$ cat config.mk
export PLATFORM = sky130hd
export DESIGN_NAME = scheduled_display_dimmer_core_flat
export DESIGN_NICKNAME = d
export VERILOG_FILES = /design/src/sdd_pkg.sv /design/src/sdd_if.sv /design/src/sdd_rule_scan.sv /design/src/sdd_chan_store.sv /design/src/scheduled_display_dimmer_core.sv /design/src/flat_wrapper.sv
export SDC_FILE = /design/constraint.sdc
export NUM_CORES = 2
export LEC_CHECK = 0
export BUFFER_PORTS_ARGS = -buffer_cell sky130_fd_sc_hd__buf_4
export CAP_MARGIN = 20
export CELL_PAD_IN_SITES_DETAIL_PLACEMENT = 1
export CELL_PAD_IN_SITES_GLOBAL_PLACEMENT = 1
export CORE_MARGIN = 2
export CORE_UTILIZATION = 49
export DETAILED_ROUTE_END_ITERATION = 7
export PLACE_DENSITY_LB_ADDON = 0.1
export SLEW_MARGIN = 15
export SYNTH_ARGS = -nofsm -noshare
export SYNTH_HDL_FRONTEND = slang
export SYNTH_SLANG_ARGS = --single-unit
$ cat constraint.sdc
create_clock -name clk_i -period 7.3 [get_ports clk_i]
set_clock_uncertainty 0.1 [all_clocks]
set_input_delay 1.095 -clock clk_i [delete_from_list [all_inputs] [get_ports clk_i]]
set_output_delay 1.095 -clock clk_i [all_outputs]
set_load 0.01 [all_outputs]
$ cat src/sdd_pkg.sv
// ----------------------------------------------------------------------------
// sdd_pkg
// types, codes and helper functions shared by the display dimmer blocks
// ----------------------------------------------------------------------------
`default_nettype none

package sdd_pkg;

  // command codes carried in the opcode field
  typedef enum logic [2:0] {
    OP_TICK       = 3'd0,
    OP_SET_LEVEL  = 3'd1,
    OP_SET_DARK   = 3'd2,
    OP_RESUME     = 3'd3,
    OP_WRITE_RULE = 3'd4
  } op_e;

  // configuration register indexes
  localparam logic REG_CHANNEL_COUNT = 1'b0;
  localparam logic REG_RULE_COUNT    = 1'b1;

  // result status codes
  localparam logic STAT_APPLIED = 1'b0;
  localparam logic STAT_REFUSED = 1'b1;

  localparam int unsigned LVL_W    = 7;
  localparam int unsigned MIN_W    = 11;
  localparam int unsigned RULE_W   = 2 * MIN_W + LVL_W;
  localparam logic [LVL_W-1:0] LEVEL_MIN = 7'd5;
  localparam logic [LVL_W-1:0] LEVEL_MAX = 7'd100;

  // rule table write
  typedef struct packed {
    logic             we;
    logic [6:0]       idx;
    logic [MIN_W-1:0] start_min;
    logic [MIN_W-1:0] end_min;
    logic [LVL_W-1:0] value;
  } rule_wr_t;

  // scan request and answer
  typedef struct packed {
    logic             start;
    logic [MIN_W-1:0] now;
    logic [7:0]       count;
  } scan_req_t;

  typedef struct packed {
    logic             done;
    logic             hit;
    logic [LVL_W-1:0] value;
  } scan_rsp_t;

  // channel store control
  typedef struct packed {
    logic lvl_we;
    logic rd_en;
    logic dark_we;
    logic dark_val;
  } chan_ctl_t;

  function automatic logic [LVL_W-1:0] clamp_pct(input logic [LVL_W-1:0] v);
    logic [LVL_W-1:0] r;
    r = v;
    if (v < LEVEL_MIN) r = LEVEL_MIN;
    else if (v > LEVEL_MAX) r = LEVEL_MAX;
    return r;
  endfunction

  // round to nearest multiple of five, halves up; divide by 5 via 205/1024
  function automatic logic [LVL_W-1:0] snap_pct(input logic [LVL_W-1:0] v);
    logic [15:0] prod;
    logic [4:0]  q;
    logic [LVL_W-1:0] m;
    prod = (16'(v) + 16'd2) * 16'd205;
    q    = prod[14:10];
    m    = 7'({q, 2'b00}) + 7'(q);
    return clamp_pct(m);
  endfunction

  // overlay opacity; x / 100 done as x * 5243 >> 19, exact for x below 2^15
  function automatic logic [7:0] alpha_of(input logic [LVL_W-1:0] b, input logic dark);
    logic [LVL_W-1:0] d;
    logic [14:0]      x;
    logic [27:0]      prod;
    d    = LEVEL_MAX - b;
    x    = (15'(d) << 8) - 15'(d);
    prod = 28'(x) * 28'd5243;
    return dark ? 8'hFF : prod[26:19];
  endfunction

endpackage

`default_nettype wire

$ cat src/sdd_if.sv
// ----------------------------------------------------------------------------
// sdd_in_if / sdd_out_if
// valid/ready channels for command beats and result beats
// ----------------------------------------------------------------------------
`default_nettype none

interface sdd_in_if;
  logic        valid;
  logic        ready;
  logic [2:0]  opcode;
  logic [3:0]  channel;
  logic [6:0]  level;
  logic        enable;
  logic [10:0] now_minute;
  logic [6:0]  rule_index;
  logic [10:0] rule_start;
  logic [10:0] rule_end;

  modport source (
    output valid, opcode, channel, level, enable, now_minute, rule_index,
           rule_start, rule_end,
    input  ready
  );
  modport sink (
    input  valid, opcode, channel, level, enable, now_minute, rule_index,
           rule_start, rule_end,
    output ready
  );
endinterface

interface sdd_out_if;
  logic       valid;
  logic       ready;
  logic [3:0] out_channel;
  logic [6:0] out_brightness;
  logic       out_blackout;
  logic [7:0] alpha;
  logic       status;
  logic       manual_mode;
  logic       last;

  modport source (
    output valid, out_channel, out_brightness, out_blackout, alpha, status,
           manual_mode, last,
    input  ready
  );
  modport sink (
    input  valid, out_channel, out_brightness, out_blackout, alpha, status,
           manual_mode, last,
    output ready
  );
endinterface

`default_nettype wire

$ cat src/sdd_rule_scan.sv
// ----------------------------------------------------------------------------
// sdd_rule_scan
// schedule rule memory and first-match scanner, one rule per cycle
// ----------------------------------------------------------------------------
`default_nettype none

module sdd_rule_scan
  import sdd_pkg::*;
#(
  parameter int unsigned MAX_RULE_ENTRIES = 128
) (
  input  wire        clk_i,
  input  wire        rst_ni,
  input  rule_wr_t   wr_i,
  input  scan_req_t  req_i,
  output scan_rsp_t  rsp_o
);

  localparam int unsigned RI_W = (MAX_RULE_ENTRIES > 1) ? $clog2(MAX_RULE_ENTRIES) : 1;

  logic [RULE_W-1:0] mem [MAX_RULE_ENTRIES];
  logic [RULE_W-1:0] rd_data_q;
  logic [RI_W-1:0]   rd_addr;
  logic              rd_en;
  logic              wr_ok;

  logic             run_q;
  logic [7:0]       nxt_q;
  logic [7:0]       cnt_q;
  logic [MIN_W-1:0] now_q;

  logic [MIN_W-1:0] r_start;
  logic [MIN_W-1:0] r_end;
  logic [LVL_W-1:0] r_value;
  logic             match;
  logic             exhausted;

  assign r_start = rd_data_q[RULE_W-1 -: MIN_W];
  assign r_end   = rd_data_q[LVL_W +: MIN_W];
  assign r_value = rd_data_q[LVL_W-1:0];

  // wrapped range when start is not below end
  always_comb begin
    if (r_start < r_end) begin
      match = (now_q >= r_start) && (now_q <= r_end);
    end else begin
      match = (now_q >= r_start) || (now_q <= r_end);
    end
  end

  assign exhausted = (nxt_q >= cnt_q);
  assign rd_en     = req_i.start || (run_q && !match && !exhausted);
  assign rd_addr   = req_i.start ? '0 : RI_W'(nxt_q);
  assign wr_ok     = wr_i.we && (32'(wr_i.idx) < 32'(MAX_RULE_ENTRIES));

  always_ff @(posedge clk_i) begin
    if (wr_ok) begin
      mem[RI_W'(wr_i.idx)] <= {wr_i.start_min, wr_i.end_min, wr_i.value};
    end
    if (rd_en) begin
      rd_data_q <= mem[rd_addr];
    end
  end

  always_ff @(posedge clk_i or negedge rst_ni) begin
    if (!rst_ni) begin
      run_q <= 1'b0;
      nxt_q <= '0;
      cnt_q <= '0;
      now_q <= '0;
    end else if (req_i.start) begin
      run_q <= 1'b1;
      nxt_q <= 8'd1;
      cnt_q <= req_i.count;
      now_q <= req_i.now;
    end else if (run_q) begin
      if (match || exhausted) begin
        run_q <= 1'b0;
      end else begin
        nxt_q <= nxt_q + 8'd1;
      end
    end
  end

  assign rsp_o.done  = run_q && (match || exhausted);
  assign rsp_o.hit   = run_q && match;
  assign rsp_o.value = r_value;

endmodule

`default_nettype wire

$ cat src/sdd_chan_store.sv
// ----------------------------------------------------------------------------
// sdd_chan_store
// per-channel brightness memory with valid bits, and blackout flags
// ----------------------------------------------------------------------------
`default_nettype none

module sdd_chan_store
  import sdd_pkg::*;
#(
  parameter int unsigned MAX_CHANNELS = 16,
  localparam int unsigned CH_W = (MAX_CHANNELS > 1) ? $clog2(MAX_CHANNELS) : 1
) (
  input  wire                     clk_i,
  input  wire                     rst_ni,
  input  chan_ctl_t               ctl_i,
  input  wire [CH_W-1:0]          wr_addr_i,
  input  wire [LVL_W-1:0]         wr_level_i,
  input  wire [CH_W-1:0]          rd_addr_i,
  output logic [LVL_W-1:0]        rd_level_o,
  output logic [MAX_CHANNELS-1:0] dark_o
);

  logic [LVL_W-1:0]        mem [MAX_CHANNELS];
  logic [LVL_W-1:0]        rd_q;
  logic                    rd_valid_q;
  logic [MAX_CHANNELS-1:0] valid_q;
  logic [MAX_CHANNELS-1:0] dark_q;

  always_ff @(posedge clk_i) begin
    if (ctl_i.lvl_we) begin
      mem[wr_addr_i] <= wr_level_i;
    end
    if (ctl_i.rd_en) begin
      rd_q <= mem[rd_addr_i];
    end
  end

  always_ff @(posedge clk_i or negedge rst_ni) begin
    if (!rst_ni) begin
      valid_q    <= '0;
      dark_q     <= '0;
      rd_valid_q <= 1'b0;
    end else begin
      if (ctl_i.lvl_we) begin
        valid_q[wr_addr_i] <= 1'b1;
      end
      if (ctl_i.dark_we) begin
        dark_q[wr_addr_i] <= ctl_i.dark_val;
      end
      if (ctl_i.rd_en) begin
        rd_valid_q <= valid_q[rd_addr_i];
      end
    end
  end

  // never-written entries read as full brightness
  assign rd_level_o = rd_valid_q ? rd_q : LEVEL_MAX;
  assign dark_o     = dark_q;

endmodule

`default_nettype wire

$ cat src/scheduled_display_dimmer_core.sv
// ----------------------------------------------------------------------------
// scheduled_display_dimmer_core
// multi-channel dimming controller with manual override and time-of-day rules
// ----------------------------------------------------------------------------
// sequence: set brightness goes to the output register; set blackout first
//   reads the level memory; tick reads rules one per cycle from the rule memory
//   up to the first match, then writes and reports channels one per free output slot
// throughput: one command at a time; the next beat is taken once the last
//   result of the previous one sits in the output register; output stalls delay it
// reset: brightness 100, blackout off, override clear, channel_count 1, rule_count 0
// ----------------------------------------------------------------------------
`default_nettype none

module scheduled_display_dimmer_core
  import sdd_pkg::*;
#(
  parameter int unsigned MAX_CHANNELS     = 16,
  parameter int unsigned MAX_RULE_ENTRIES = 128
) (
  input  wire        clk_i,
  input  wire        rst_ni,
  input  wire        cfg_we_i,
  input  wire        cfg_idx_i,
  input  wire [7:0]  cfg_data_i,
  sdd_in_if.sink     in_ch,
  sdd_out_if.source  out_ch
);

  localparam int unsigned CH_W = (MAX_CHANNELS > 1) ? $clog2(MAX_CHANNELS) : 1;

  typedef enum logic [2:0] {
    ST_IDLE,
    ST_SCAN,
    ST_FILL,
    ST_RD,
    ST_EMIT
  } state_e;

  // configuration registers
  logic [4:0] cc_q;
  logic [7:0] rc_q;
  logic [4:0] chans;
  logic [7:0] nrules;

  // sequencer state
  state_e           state_q, state_d;
  logic             ovr_q, ovr_d;
  logic [3:0]       ch_q, ch_d;
  logic [LVL_W-1:0] lvl_q, lvl_d;
  logic             stat_q, stat_d;
  logic [4:0]       cnt_q, cnt_d;

  // output register
  logic             out_valid_q;
  logic [3:0]       out_ch_q;
  logic [LVL_W-1:0] out_lvl_q;
  logic             out_dark_q;
  logic [7:0]       out_alpha_q;
  logic             out_stat_q;
  logic             out_man_q;
  logic             out_last_q;

  // emit path into the output register
  logic             emit_en;
  logic [3:0]       emit_ch;
  logic [LVL_W-1:0] emit_lvl;
  logic             emit_dark;
  logic             emit_stat;
  logic             emit_last;
  logic             out_free;

  logic             accept;
  logic             ch_ok;
  logic             all_dark;
  logic             refuse;

  // submodule links
  rule_wr_t                rule_wr;
  scan_req_t               scan_req;
  scan_rsp_t               scan_rsp;
  chan_ctl_t               chan_ctl;
  logic [CH_W-1:0]         wr_addr;
  logic [LVL_W-1:0]        wr_level;
  logic [CH_W-1:0]         rd_addr;
  logic [LVL_W-1:0]        rd_level;
  logic [MAX_CHANNELS-1:0] dark_vec;

  // counts above the build limits act as the limits
  assign chans  = (32'(cc_q) > MAX_CHANNELS) ? 5'(MAX_CHANNELS) : cc_q;
  assign nrules = (32'(rc_q) > MAX_RULE_ENTRIES) ? 8'(MAX_RULE_ENTRIES) : rc_q;

  assign in_ch.ready = (state_q == ST_IDLE);
  assign accept      = in_ch.valid && in_ch.ready;
  assign out_free    = !out_valid_q || out_ch.ready;
  assign ch_ok       = ({1'b0, in_ch.channel} < chans);

  // blackout is refused when every other channel in use is already dark
  always_comb begin
    all_dark = 1'b1;
    for (int c = 0; c < MAX_CHANNELS; c++) begin
      if ((32'(c) < 32'(chans)) && (32'(c) != 32'(in_ch.channel)) && !dark_vec[c]) begin
        all_dark = 1'b0;
      end
    end
  end
  assign refuse = in_ch.enable && all_dark;

  // rule writes go straight to the rule memory
  assign rule_wr.we        = accept && (op_e'(in_ch.opcode) == OP_WRITE_RULE);
  assign rule_wr.idx       = in_ch.rule_index;
  assign rule_wr.start_min = in_ch.rule_start;
  assign rule_wr.end_min   = in_ch.rule_end;
  assign rule_wr.value     = clamp_pct(in_ch.level);

  assign rd_addr = CH_W'(in_ch.channel);

  always_comb begin
    state_d   = state_q;
    ovr_d     = ovr_q;
    ch_d      = ch_q;
    lvl_d     = lvl_q;
    stat_d    = stat_q;
    cnt_d     = cnt_q;
    scan_req  = '{start: 1'b0, now: in_ch.now_minute, count: nrules};
    chan_ctl  = '0;
    wr_addr   = CH_W'(in_ch.channel);
    wr_level  = snap_pct(in_ch.level);
    emit_en   = 1'b0;
    emit_ch   = ch_q;
    emit_lvl  = lvl_q;
    emit_dark = dark_vec[CH_W'(ch_q)];
    emit_stat = stat_q;
    emit_last = 1'b1;

    unique case (state_q)
      ST_IDLE: begin
        if (accept) begin
          ch_d = in_ch.channel;
          case (op_e'(in_ch.opcode)) inside
            OP_TICK, OP_RESUME: begin
              if (op_e'(in_ch.opcode) == OP_RESUME) begin
                ovr_d = 1'b0;
              end
              // no result when held by override, no rules or no channels
              if ((nrules != 8'd0) && (chans != 5'd0) &&
                  (!ovr_q || in_ch.enable || (op_e'(in_ch.opcode) == OP_RESUME))) begin
                scan_req.start = 1'b1;
                state_d        = ST_SCAN;
              end
            end
            OP_SET_LEVEL: begin
              if (ch_ok) begin
                chan_ctl.lvl_we = 1'b1;
                ovr_d           = 1'b1;
                lvl_d           = snap_pct(in_ch.level);
                stat_d          = STAT_APPLIED;
                state_d         = ST_EMIT;
              end
            end
            OP_SET_DARK: begin
              if (ch_ok) begin
                chan_ctl.rd_en = 1'b1;
                if (refuse) begin
                  stat_d = STAT_REFUSED;
                end else begin
                  chan_ctl.dark_we  = 1'b1;
                  chan_ctl.dark_val = in_ch.enable;
                  ovr_d             = 1'b1;
                  stat_d            = STAT_APPLIED;
                end
                state_d = ST_RD;
              end
            end
            default: begin
              // rule writes and unused codes give no result
            end
          endcase
        end
      end
      ST_SCAN: begin
        if (scan_rsp.done) begin
          if (scan_rsp.hit) begin
            lvl_d   = clamp_pct(scan_rsp.value);
            cnt_d   = '0;
            stat_d  = STAT_APPLIED;
            state_d = ST_FILL;
          end else begin
            state_d = ST_IDLE;
          end
        end
      end
      ST_FILL: begin
        // write and report one channel per free output slot
        wr_addr   = CH_W'(cnt_q);
        wr_level  = lvl_q;
        emit_ch   = 4'(cnt_q);
        emit_dark = dark_vec[CH_W'(cnt_q)];
        emit_last = (cnt_q == chans - 5'd1);
        if (out_free) begin
          emit_en         = 1'b1;
          chan_ctl.lvl_we = 1'b1;
          cnt_d           = cnt_q + 5'd1;
          if (emit_last) begin
            state_d = ST_IDLE;
          end
        end
      end
      ST_RD: begin
        lvl_d   = rd_level;
        state_d = ST_EMIT;
      end
      ST_EMIT: begin
        if (out_free) begin
          emit_en = 1'b1;
          state_d = ST_IDLE;
        end
      end
      default: begin
        state_d = ST_IDLE;
      end
    endcase
  end

  always_ff @(posedge clk_i or negedge rst_ni) begin
    if (!rst_ni) begin
      state_q     <= ST_IDLE;
      ovr_q       <= 1'b0;
      ch_q        <= '0;
      lvl_q       <= '0;
      stat_q      <= STAT_APPLIED;
      cnt_q       <= '0;
      out_valid_q <= 1'b0;
      out_ch_q    <= '0;
      out_lvl_q   <= '0;
      out_dark_q  <= 1'b0;
      out_alpha_q <= '0;
      out_stat_q  <= STAT_APPLIED;
      out_man_q   <= 1'b0;
      out_last_q  <= 1'b0;
    end else begin
      state_q <= state_d;
      ovr_q   <= ovr_d;
      ch_q    <= ch_d;
      lvl_q   <= lvl_d;
      stat_q  <= stat_d;
      cnt_q   <= cnt_d;
      if (emit_en) begin
        out_valid_q <= 1'b1;
        out_ch_q    <= emit_ch;
        out_lvl_q   <= emit_lvl;
        out_dark_q  <= emit_dark;
        out_alpha_q <= alpha_of(emit_lvl, emit_dark);
        out_stat_q  <= emit_stat;
        out_man_q   <= ovr_q;
        out_last_q  <= emit_last;
      end else if (out_ch.ready) begin
        out_valid_q <= 1'b0;
      end
    end
  end

  // configuration writes
  always_ff @(posedge clk_i or negedge rst_ni) begin
    if (!rst_ni) begin
      cc_q <= 5'd1;
      rc_q <= 8'd0;
    end else if (cfg_we_i) begin
      unique case (cfg_idx_i)
        REG_CHANNEL_COUNT: cc_q <= cfg_data_i[4:0];
        REG_RULE_COUNT:    rc_q <= cfg_data_i;
        default:           ;
      endcase
    end
  end

  assign out_ch.valid          = out_valid_q;
  assign out_ch.out_channel    = out_ch_q;
  assign out_ch.out_brightness = out_lvl_q;
  assign out_ch.out_blackout   = out_dark_q;
  assign out_ch.alpha          = out_alpha_q;
  assign out_ch.status         = out_stat_q;
  assign out_ch.manual_mode    = out_man_q;
  assign out_ch.last           = out_last_q;

  sdd_rule_scan #(
    .MAX_RULE_ENTRIES (MAX_RULE_ENTRIES)
  ) u_rule_scan (
    .clk_i  (clk_i),
    .rst_ni (rst_ni),
    .wr_i   (rule_wr),
    .req_i  (scan_req),
    .rsp_o  (scan_rsp)
  );

  sdd_chan_store #(
    .MAX_CHANNELS (MAX_CHANNELS)
  ) u_chan_store (
    .clk_i      (clk_i),
    .rst_ni     (rst_ni),
    .ctl_i      (chan_ctl),
    .wr_addr_i  (wr_addr),
    .wr_level_i (wr_level),
    .rd_addr_i  (rd_addr),
    .rd_level_o (rd_level),
    .dark_o     (dark_vec)
  );

  // a new beat never overwrites a result that is still held
  a_no_overwrite: assert property (@(posedge clk_i) disable iff (!rst_ni)
    emit_en |-> (!out_valid_q || out_ch.ready))
    else $error("result register overwritten while held");

  // reported brightness always within 5..100
  a_level_range: assert property (@(posedge clk_i) disable iff (!rst_ni)
    out_valid_q |-> ((out_lvl_q >= LEVEL_MIN) && (out_lvl_q <= LEVEL_MAX)))
    else $error("brightness out of range");

  // a refusal is a single-result command
  a_refuse_last: assert property (@(posedge clk_i) disable iff (!rst_ni)
    (out_valid_q && (out_stat_q == STAT_REFUSED)) |-> out_last_q)
    else $error("refusal not marked last");

  // scanner answers only while a tick waits for it
  a_scan_owner: assert property (@(posedge clk_i) disable iff (!rst_ni)
    scan_rsp.done |-> (state_q == ST_SCAN))
    else $error("scan answer outside scan state");

  // fill sweep stays within the channels in use
  a_fill_bound: assert property (@(posedge clk_i) disable iff (!rst_ni)
    (state_q == ST_FILL) |-> (cnt_q < chans))
    else $error("fill counter past channel count");

endmodule

`default_nettype wire
$ cat src/flat_wrapper.sv
// flat-port wrapper written by rule: the top's interface ports become plain ports
module scheduled_display_dimmer_core_flat import sdd_pkg::*;
#(
  parameter int unsigned MAX_CHANNELS     = 16,
  parameter int unsigned MAX_RULE_ENTRIES = 128
)
  (clk_i, rst_ni, cfg_we_i, cfg_idx_i, cfg_data_i, in_ch_valid, in_ch_opcode, in_ch_channel, in_ch_level, in_ch_enable, in_ch_now_minute, in_ch_rule_index, in_ch_rule_start, in_ch_rule_end, in_ch_ready, out_ch_valid, out_ch_out_channel, out_ch_out_brightness, out_ch_out_blackout, out_ch_alpha, out_ch_status, out_ch_manual_mode, out_ch_last, out_ch_ready);
  sdd_in_if in_ch_i ();
  sdd_out_if out_ch_i ();
  input  wire clk_i;
  input  wire rst_ni;
  input  wire cfg_we_i;
  input  wire cfg_idx_i;
  input  wire [7:0] cfg_data_i;
  input wire logic [$bits(in_ch_i.valid)-1:0] in_ch_valid;
  input wire logic [$bits(in_ch_i.opcode)-1:0] in_ch_opcode;
  input wire logic [$bits(in_ch_i.channel)-1:0] in_ch_channel;
  input wire logic [$bits(in_ch_i.level)-1:0] in_ch_level;
  input wire logic [$bits(in_ch_i.enable)-1:0] in_ch_enable;
  input wire logic [$bits(in_ch_i.now_minute)-1:0] in_ch_now_minute;
  input wire logic [$bits(in_ch_i.rule_index)-1:0] in_ch_rule_index;
  input wire logic [$bits(in_ch_i.rule_start)-1:0] in_ch_rule_start;
  input wire logic [$bits(in_ch_i.rule_end)-1:0] in_ch_rule_end;
  output wire logic [$bits(in_ch_i.ready)-1:0] in_ch_ready;
  output wire logic [$bits(out_ch_i.valid)-1:0] out_ch_valid;
  output wire logic [$bits(out_ch_i.out_channel)-1:0] out_ch_out_channel;
  output wire logic [$bits(out_ch_i.out_brightness)-1:0] out_ch_out_brightness;
  output wire logic [$bits(out_ch_i.out_blackout)-1:0] out_ch_out_blackout;
  output wire logic [$bits(out_ch_i.alpha)-1:0] out_ch_alpha;
  output wire logic [$bits(out_ch_i.status)-1:0] out_ch_status;
  output wire logic [$bits(out_ch_i.manual_mode)-1:0] out_ch_manual_mode;
  output wire logic [$bits(out_ch_i.last)-1:0] out_ch_last;
  input wire logic [$bits(out_ch_i.ready)-1:0] out_ch_ready;
  assign in_ch_i.valid = in_ch_valid;
  assign in_ch_i.opcode = in_ch_opcode;
  assign in_ch_i.channel = in_ch_channel;
  assign in_ch_i.level = in_ch_level;
  assign in_ch_i.enable = in_ch_enable;
  assign in_ch_i.now_minute = in_ch_now_minute;
  assign in_ch_i.rule_index = in_ch_rule_index;
  assign in_ch_i.rule_start = in_ch_rule_start;
  assign in_ch_i.rule_end = in_ch_rule_end;
  assign in_ch_ready = in_ch_i.ready;
  assign out_ch_valid = out_ch_i.valid;
  assign out_ch_out_channel = out_ch_i.out_channel;
  assign out_ch_out_brightness = out_ch_i.out_brightness;
  assign out_ch_out_blackout = out_ch_i.out_blackout;
  assign out_ch_alpha = out_ch_i.alpha;
  assign out_ch_status = out_ch_i.status;
  assign out_ch_manual_mode = out_ch_i.manual_mode;
  assign out_ch_last = out_ch_i.last;
  assign out_ch_i.ready = out_ch_ready;
  scheduled_display_dimmer_core #(.MAX_CHANNELS(MAX_CHANNELS), .MAX_RULE_ENTRIES(MAX_RULE_ENTRIES)) u_core (.clk_i(clk_i), .rst_ni(rst_ni), .cfg_we_i(cfg_we_i), .cfg_idx_i(cfg_idx_i), .cfg_data_i(cfg_data_i), .in_ch(in_ch_i), .out_ch(out_ch_i));
endmodule
Word level (Yosys, flattened, before mapping)
Memory sizes are Yosys's and may differ from the RTL's. A register that Yosys moved wholly into a read port is not among the register bits.
Cells that the tools add are included.
Widths: inputs -> output; s select.
- register bits: 119
- memories kept: 2
- memory bits (read-only): 0
- bits in latches: 0
- bits in writable memories: 3824
- word-level logic and storage cells: 314
- memory list (name ; depth ; width ; rd ports ; clocked after memory_dff ; write ports ; line ; source):
    u_core.u_rule_scan.mem ; 128 ; 29 ; 1 ; 1 ; 1 ; sdd_rule_scan.sv:21 ; logic [RULE_W-1:0] mem [MAX_RULE_ENTRIES];
    u_core.u_chan_store.mem ; 16 ; 7 ; 1 ; 1 ; 1 ; sdd_chan_store.sv:23 ; logic [LVL_W-1:0] mem [MAX_CHANNELS];
- order comparisons: 34
- div/mod/pow operators: 0
- bitwise gates (word level): 2
- shifts and indexed selects: 0
- reductions and logical operators: 92
- eq/ne operators: 40
- add/subtract/negate cells: 7
- multiplexer cells: 112
- multipliers: 2
- operators with widths (operator ; count):
    $mux 7 ; 15
    $mux 1 ; 57
    $mux 3 ; 16
    $logic_and 1x1->1 ; 43
    $lt 4x5->1 const A ; 8
    $mux 8 ; 5
    $ne 4x4->1 const A ; 8
    $mul 15x13->27 const B ; 1
    $gt 7x7->1 const B ; 3
    $lt 7x3->1 const B ; 3
    $pmux 7 s3 ; 1
    $logic_not 1->1 ; 20
    $lt 3x5->1 const A ; 4
    $lt 4x5->1 const B ; 4
    $mux 5 ; 4
    $bwmux 16 ; 1
    $mul 16x8->15 const B ; 1
    $ne 3x4->1 const A ; 4
    $or 16x16->16 ; 1
    $pmux 3 s5 ; 1
    $sub 15x7->15 ; 1
    $reduce_and 7->1 ; 2
    $bmux 1 s4 ; 3
    $eq 3x2->1 const B ; 4
    43 further kinds ; 79

Longest topological paths before layout
- depth in word-level cells: 31
- depth in mapped cells: 32

Cells and area by module
A second synthesis with hierarchy kept.
- cells, all modules: 9532
- area, all modules: 162943.8 um^2
- modules (own cells, without submodules) (module ; instances ; cells each ; area each (um^2)):
    sdd_rule_scan ; 1 ; 8215 ; 147778.0
    scheduled_display_dimmer_core ; 1 ; 1026 ; 9220.1
    sdd_chan_store ; 1 ; 291 ; 5945.7

Least setup slack after synthesis
No wires, ideal clock.
- path type: register to register
- start: reg u_core.lvl_q[0] (netlist: u_core.emit_lvl[0])
- end: reg u_core.out_alpha_q[7] (netlist: u_core.out_ch.alpha[7])
- cell stages (with the launch flop): 29
- data required time: 7.063 ns
- library setup time: 0.137 ns
- arrival: 7.175 ns
- slack: -0.112 ns
- period minus slack after synthesis: 7.412 ns
- path through: dfrtp_1 > clkbuf_1 > inv_1 > ha_1 > or3_1 > a21oi_1 > and3_1 > inv_1 > nand3_1 > o21ai_0 > inv_1 > fa_1 > inv_1 > ha_1 > fa_1 > fa_1 > inv_1 > fa_1 > inv_1 > ha_1 > a21o_1 > a21o_1 > a21o_1 > a21o_1 > a31o_2 > a211oi_1 > o21ai_0 > a2111oi_0 > nor3_1
- word-level cells in the longest chain between the ends: 4
- ends and longest elaborated chain (item ; line ; source):
    start, declared ; scheduled_display_dimmer_core.sv:49 ; logic [LVL_W-1:0] lvl_q, lvl_d;
    start signal, assigned ; scheduled_display_dimmer_core.sv:244 ; lvl_q <= lvl_d;
    $sub 7x7->7 ; sdd_pkg.sv:86 ; d = LEVEL_MAX - b;
    $sub 15x7->15 ; sdd_pkg.sv:87 ; x = (15'(d) << 8) - 15'(d);
    $mul 15x13->27 ; sdd_pkg.sv:88 ; prod = 28'(x) * 28'd5243;
    $mux 8 ; sdd_pkg.sv:89 ; return dark ? 8'hFF : prod[26:19];
    end signal, assigned ; scheduled_display_dimmer_core.sv:252 ; out_alpha_q <= alpha_of(emit_lvl, emit_dark);
    end, declared ; scheduled_display_dimmer_core.sv:58 ; logic [7:0] out_alpha_q;
Every way passes these cells.
A chain may end at the register's enable or synchronous reset.

Final worst setup path
- start: in in_ch_level[2]
- end: mem u_core.u_chan_store.mem[48][0] (netlist: u_core.u_chan_store.mem[6][0]), data pin
- word-level cells in the longest chain between the ends: 7
- ends and longest elaborated chain (item ; line ; source):
    start, declared ; flat_wrapper.sv:18 ; input wire logic [$bits(in_ch_i.level)-1:0] in_ch_level;
    $add 7x2->8 (*) ; sdd_pkg.sv:75 ; prod = (16'(v) + 16'd2) * 16'd205;
    $mul 16x8->15 (*) ; sdd_pkg.sv:75 ;
    $add 7x5->7 (*) ; sdd_pkg.sv:77 ; m = 7'({q, 2'b00}) + 7'(q);
    $gt 7x7->1 ; sdd_pkg.sv:66 ; else if (v > LEVEL_MAX) r = LEVEL_MAX;
    $mux 7 ; sdd_pkg.sv:66 ;
    $mux 7 (*) ; sdd_pkg.sv:65 ; if (v < LEVEL_MIN) r = LEVEL_MIN;
    $mux 7 (*) ; scheduled_display_dimmer_core.sv:135 ; unique case (state_q)
    net u_core.u_chan_store.wr_level_i[0] ; sdd_chan_store.sv:17 ; input wire [LVL_W-1:0] wr_level_i,
    end, declared ; sdd_chan_store.sv:23 ;
Mark *: on every way through the listed nets, which the timed path passes. The rest lies on a longest branch.

==> results_dict.tcl <==
set metrics [dict create \
    route.detailed.drc 0 \
    ys_seq_area_share_pct 74.0 \
    die-height_um 577 \
    synth_warnings 0 \
    gr-total-overflow 0 \
    tightest_slew_ps 1260 \
    grt_pass1_wl_mm 747 \
    p_leak_nw 60.7 \
    cp-end-kind "flop" \
    synth_fp_nets 10200 \
    post-route-period-util_pct 95.7 \
    synthArstFlopShare_pct 2.99 \
    design_area_um2 184000 \
    synthCells 9910 \
    synth_top_area_share_pct 72.2 \
    cap_violations 0 \
    firstDrtPassIters 6 \
    routed_wl_mm 527 \
    gp_congestion 0.912 \
    io_buffers 93 \
    hpwl_mm 323 \
    max_freq_mhz 143 \
    synth_seq_cells 3979 \
    rsz0062_at_grt "yes" \
    period_minus_slack_ps 6990 \
    row_count 210 \
    synth.area.top_cells "edfxtp_1, mux4_2, nand2_1, dfrtp_1, mux2i_1" \
    via_per_inst 6.42 \
    synthFlopType "edfxtp_1" \
    arrival_ps 7580 \
    yosysMostFrequentCell "edfxtp_1" \
    hold_path_class "primary input to asynchronous set/reset pin" \
    cts_root_buffer "clkbuf_16" \
    die-area_um2 332000 \
    fp.dieW_um 577 \
    area_growth_pct 14.3 \
    drive_gt1_share_pct 18.1 \
    start_kind "primary input" \
    hold_viol 0 \
    cts_buffers 411 \
    track_usage_pct 31.5 \
    ir_drop_mv 1.35 \
    powerDensity_nw_per_um2 493 \
    synth_enable_flop_cells 3860 \
    core_area_um2 327000 \
    cts.sinks 3979 \
    cts.path.max_buffers 4 \
    regArea_um2 119000 \
    cp.required_ps 7890 \
    placed_cell_area_um2 170000 \
    grt_pass1_vias 99400 \
    dr.first_iter.drc_count 11600 \
    synth_area_um2 161000 \
    cp_slowest_cell "fa_1" \
    num_vias 96600 \
    yosys.area.top_type "edfxtp_1" \
    clock_latency_ps 1000 \
    ant_nets 0 \
    wl_per_cell_um 35.0 \
    max_slew_margin_pct 15.5 \
    multi_input_area_um2 39500 \
    utilization_pct 56.2 \
    synth_common_cells "edfxtp_1, nand2_1, nor2_1, o22ai_1, o21ai_0" \
    ios 94 \
    finalSetupViolations 0 \
    antenna_found_initial 36 \
    cts_tree "done" \
    fill_cells 29700 \
    path_clk_slew_ps 60 \
    yosys.cell_types.count 91 \
    critical_path_class "primary input to flop" \
    final_nets 10700 \
    cpPeakStageDelay_ps 500 \
    status "finished clean" \
    synth_area_per_cell_um2 16.2 \
    critPathMaxFanout 16 \
    critPathMostFrequentCell "ha_1" \
    initial_utilization_pct 49.1 \
    cts_max_level 5 \
    maxSlewViolCount 0 \
    grt_max_degree 131 \
]
per-stage QoR:
stage / TNS, ps / std cells / hold WS, ps / total power, W / setup WS [ps]
2_1_floorplan: 0 / 9910 / 334 / 0.0534 / 16.5
3_3_place_gp: -40090 / 14300 / 346 / 0.0673 / -607
3_5_place_dp: -47340 / 14300 / 355 / 0.0685 / -691
4_1_cts: 0 / 15000 / 37.4 / 0.0895 / 30.7
5_1_grt: -199 / 15000 / 71.5 / 0.0956 / -81.1
6_report: 0 / 15100 / 43.0 / 0.0904 / 314
worst paths after layout:
check | startpoint | endpoint | cells after the start | slack, ps
hold reg to reg | u_core.u_chan_store.valid_q[2] | u_core.u_chan_store.valid_q[2] | 1 | 370
setup / recovery | in_ch_level[2] | u_core.u_chan_store.mem[6][0] | 30 | 310
setup reg to reg | u_core.emit_lvl[1] | u_core.out_ch.alpha[5] | 27 | 330
max in group asynchronous | rst_ni | u_core.u_chan_store.valid_q[3] | 2 | 5640
hold / removal | rst_ni | u_core.u_rule_scan.now_q[4] | 1 | 40
min in group clk_i | in_ch_now_minute[8] | u_core.u_rule_scan.now_q[8] | 3 | 220
cell type report:
| cell class | count | area share [%] |
|---|---|---|
| Tap cell | 4346 | 2.96 |
| Antenna cell | 11 | 0.0150 |
| Sequential cell | 3979 | 64.8 |
| Clock inverter | 249 | 1.30 |
| Clock buffer | 501 | 5.87 |
| Inverter | 262 | 0.542 |
| Timing Repair Buffer | 614 | 3.05 |
| Multi-Input combinational cell | 5091 | 21.5 |
placed cells by master (no fill, tap or decap), drive strengths merged, types with 40 or more instances in the layout:
cell / netlist / routed
a211oi: 91 / 91
nor3: 216 / 216
mux2i: 292 / 292
a32oi: 52 / 52
fa: 78 / 78
nand4: 41 / 41
bufinv: 0 / 40
a31oi: 137 / 137
o31ai: 78 / 78
o21ai: 383 / 383
ha: 191 / 191
buf: 265 / 613
inv: 259 / 273
o22ai: 382 / 382
mux4: 346 / 346
clkbuf: 313 / 502
nor2: 482 / 482
o221ai: 129 / 129
nand3: 203 / 203
dfrtp: 118 / 118
mux2: 165 / 165
clkinv: 3 / 190
nand2: 994 / 994
a21oi: 246 / 246
edfxtp: 3860 / 3860
and3: 76 / 76
state kept, by name (all words and copies together), names as in the netlist, 3 cells and up:
name	count
u_core.rc_q	8
u_core.out_ch.alpha	8
u_core.emit_lvl	7
u_core.cnt_q	5
u_core.u_rule_scan.rd_data_q	29
u_core.u_rule_scan.now_q	11
u_core.u_rule_scan.cnt_q	8
u_core.cc_q	5
u_core.out_ch.out_brightness	7
u_core.ch_q	4
u_core.state_q	3
u_core.out_ch.out_channel	4
u_core.u_rule_scan.mem	3712
u_core.u_chan_store.rd_q	7
u_core.u_chan_store.mem	112
u_core.u_chan_store.dark_o	16
u_core.u_chan_store.valid_q	16
u_core.u_rule_scan.nxt_q	8
metal layers:
layer,GRT usage [%],vias up,wire [um]
met2,49.8,4546,246000
met3,5.93,749,46000
met4,10.8,10,20100
li1,-,39900,-
met5,0,-,69
met1,44.0,51400,215000
repair_timing:
action / CTS / global route
buffers inserted: 0 / 4
gates resized for setup: 1 / 24
hold buffers: 0 / 0
pin swaps: 0 / 5
setup endpoints to repair: 1 / 20
critical path, delay by kind of cell:
family / cells / cell delay (ps)
adder cells (fa/ha/maj): 9 / 3110
buffers and inverters: 6 / 670
AND/OR/NAND/NOR: 6 / 1190
XOR/XNOR: 3 / 560
AO/OA/AOI/OAI: 6 / 940
logic make-up (layout without fill, tap and decap cells):
logic type | after synthesis | in the layout | synth area share [%]
xor gates and xnor gates | 50 | 50 | 0.273
buffers and inverters | 840 | 1626 | 2.17
AOI/OAI and AO/OA | 1760 | 1760 | 7.21
other | 0 | 11 | 0
adders and majority gates | 271 | 271 | 2.47
and+or+nand+nor | 2207 | 2207 | 6.05
DFF | 3979 | 3979 | 74.0
muxes | 803 | 803 | 7.83
report_power, final:
part           internal [W]  switching [W]  total (W)  leakage [nW]
clock                0.0119        0.00897     0.0209          6.44
combinational        0.0165         0.0266     0.0431          18.1
sequential           0.0260       0.000475     0.0265          36.1
total                0.0544         0.0360     0.0904          60.7
Power figures use the tool's default switching activity.
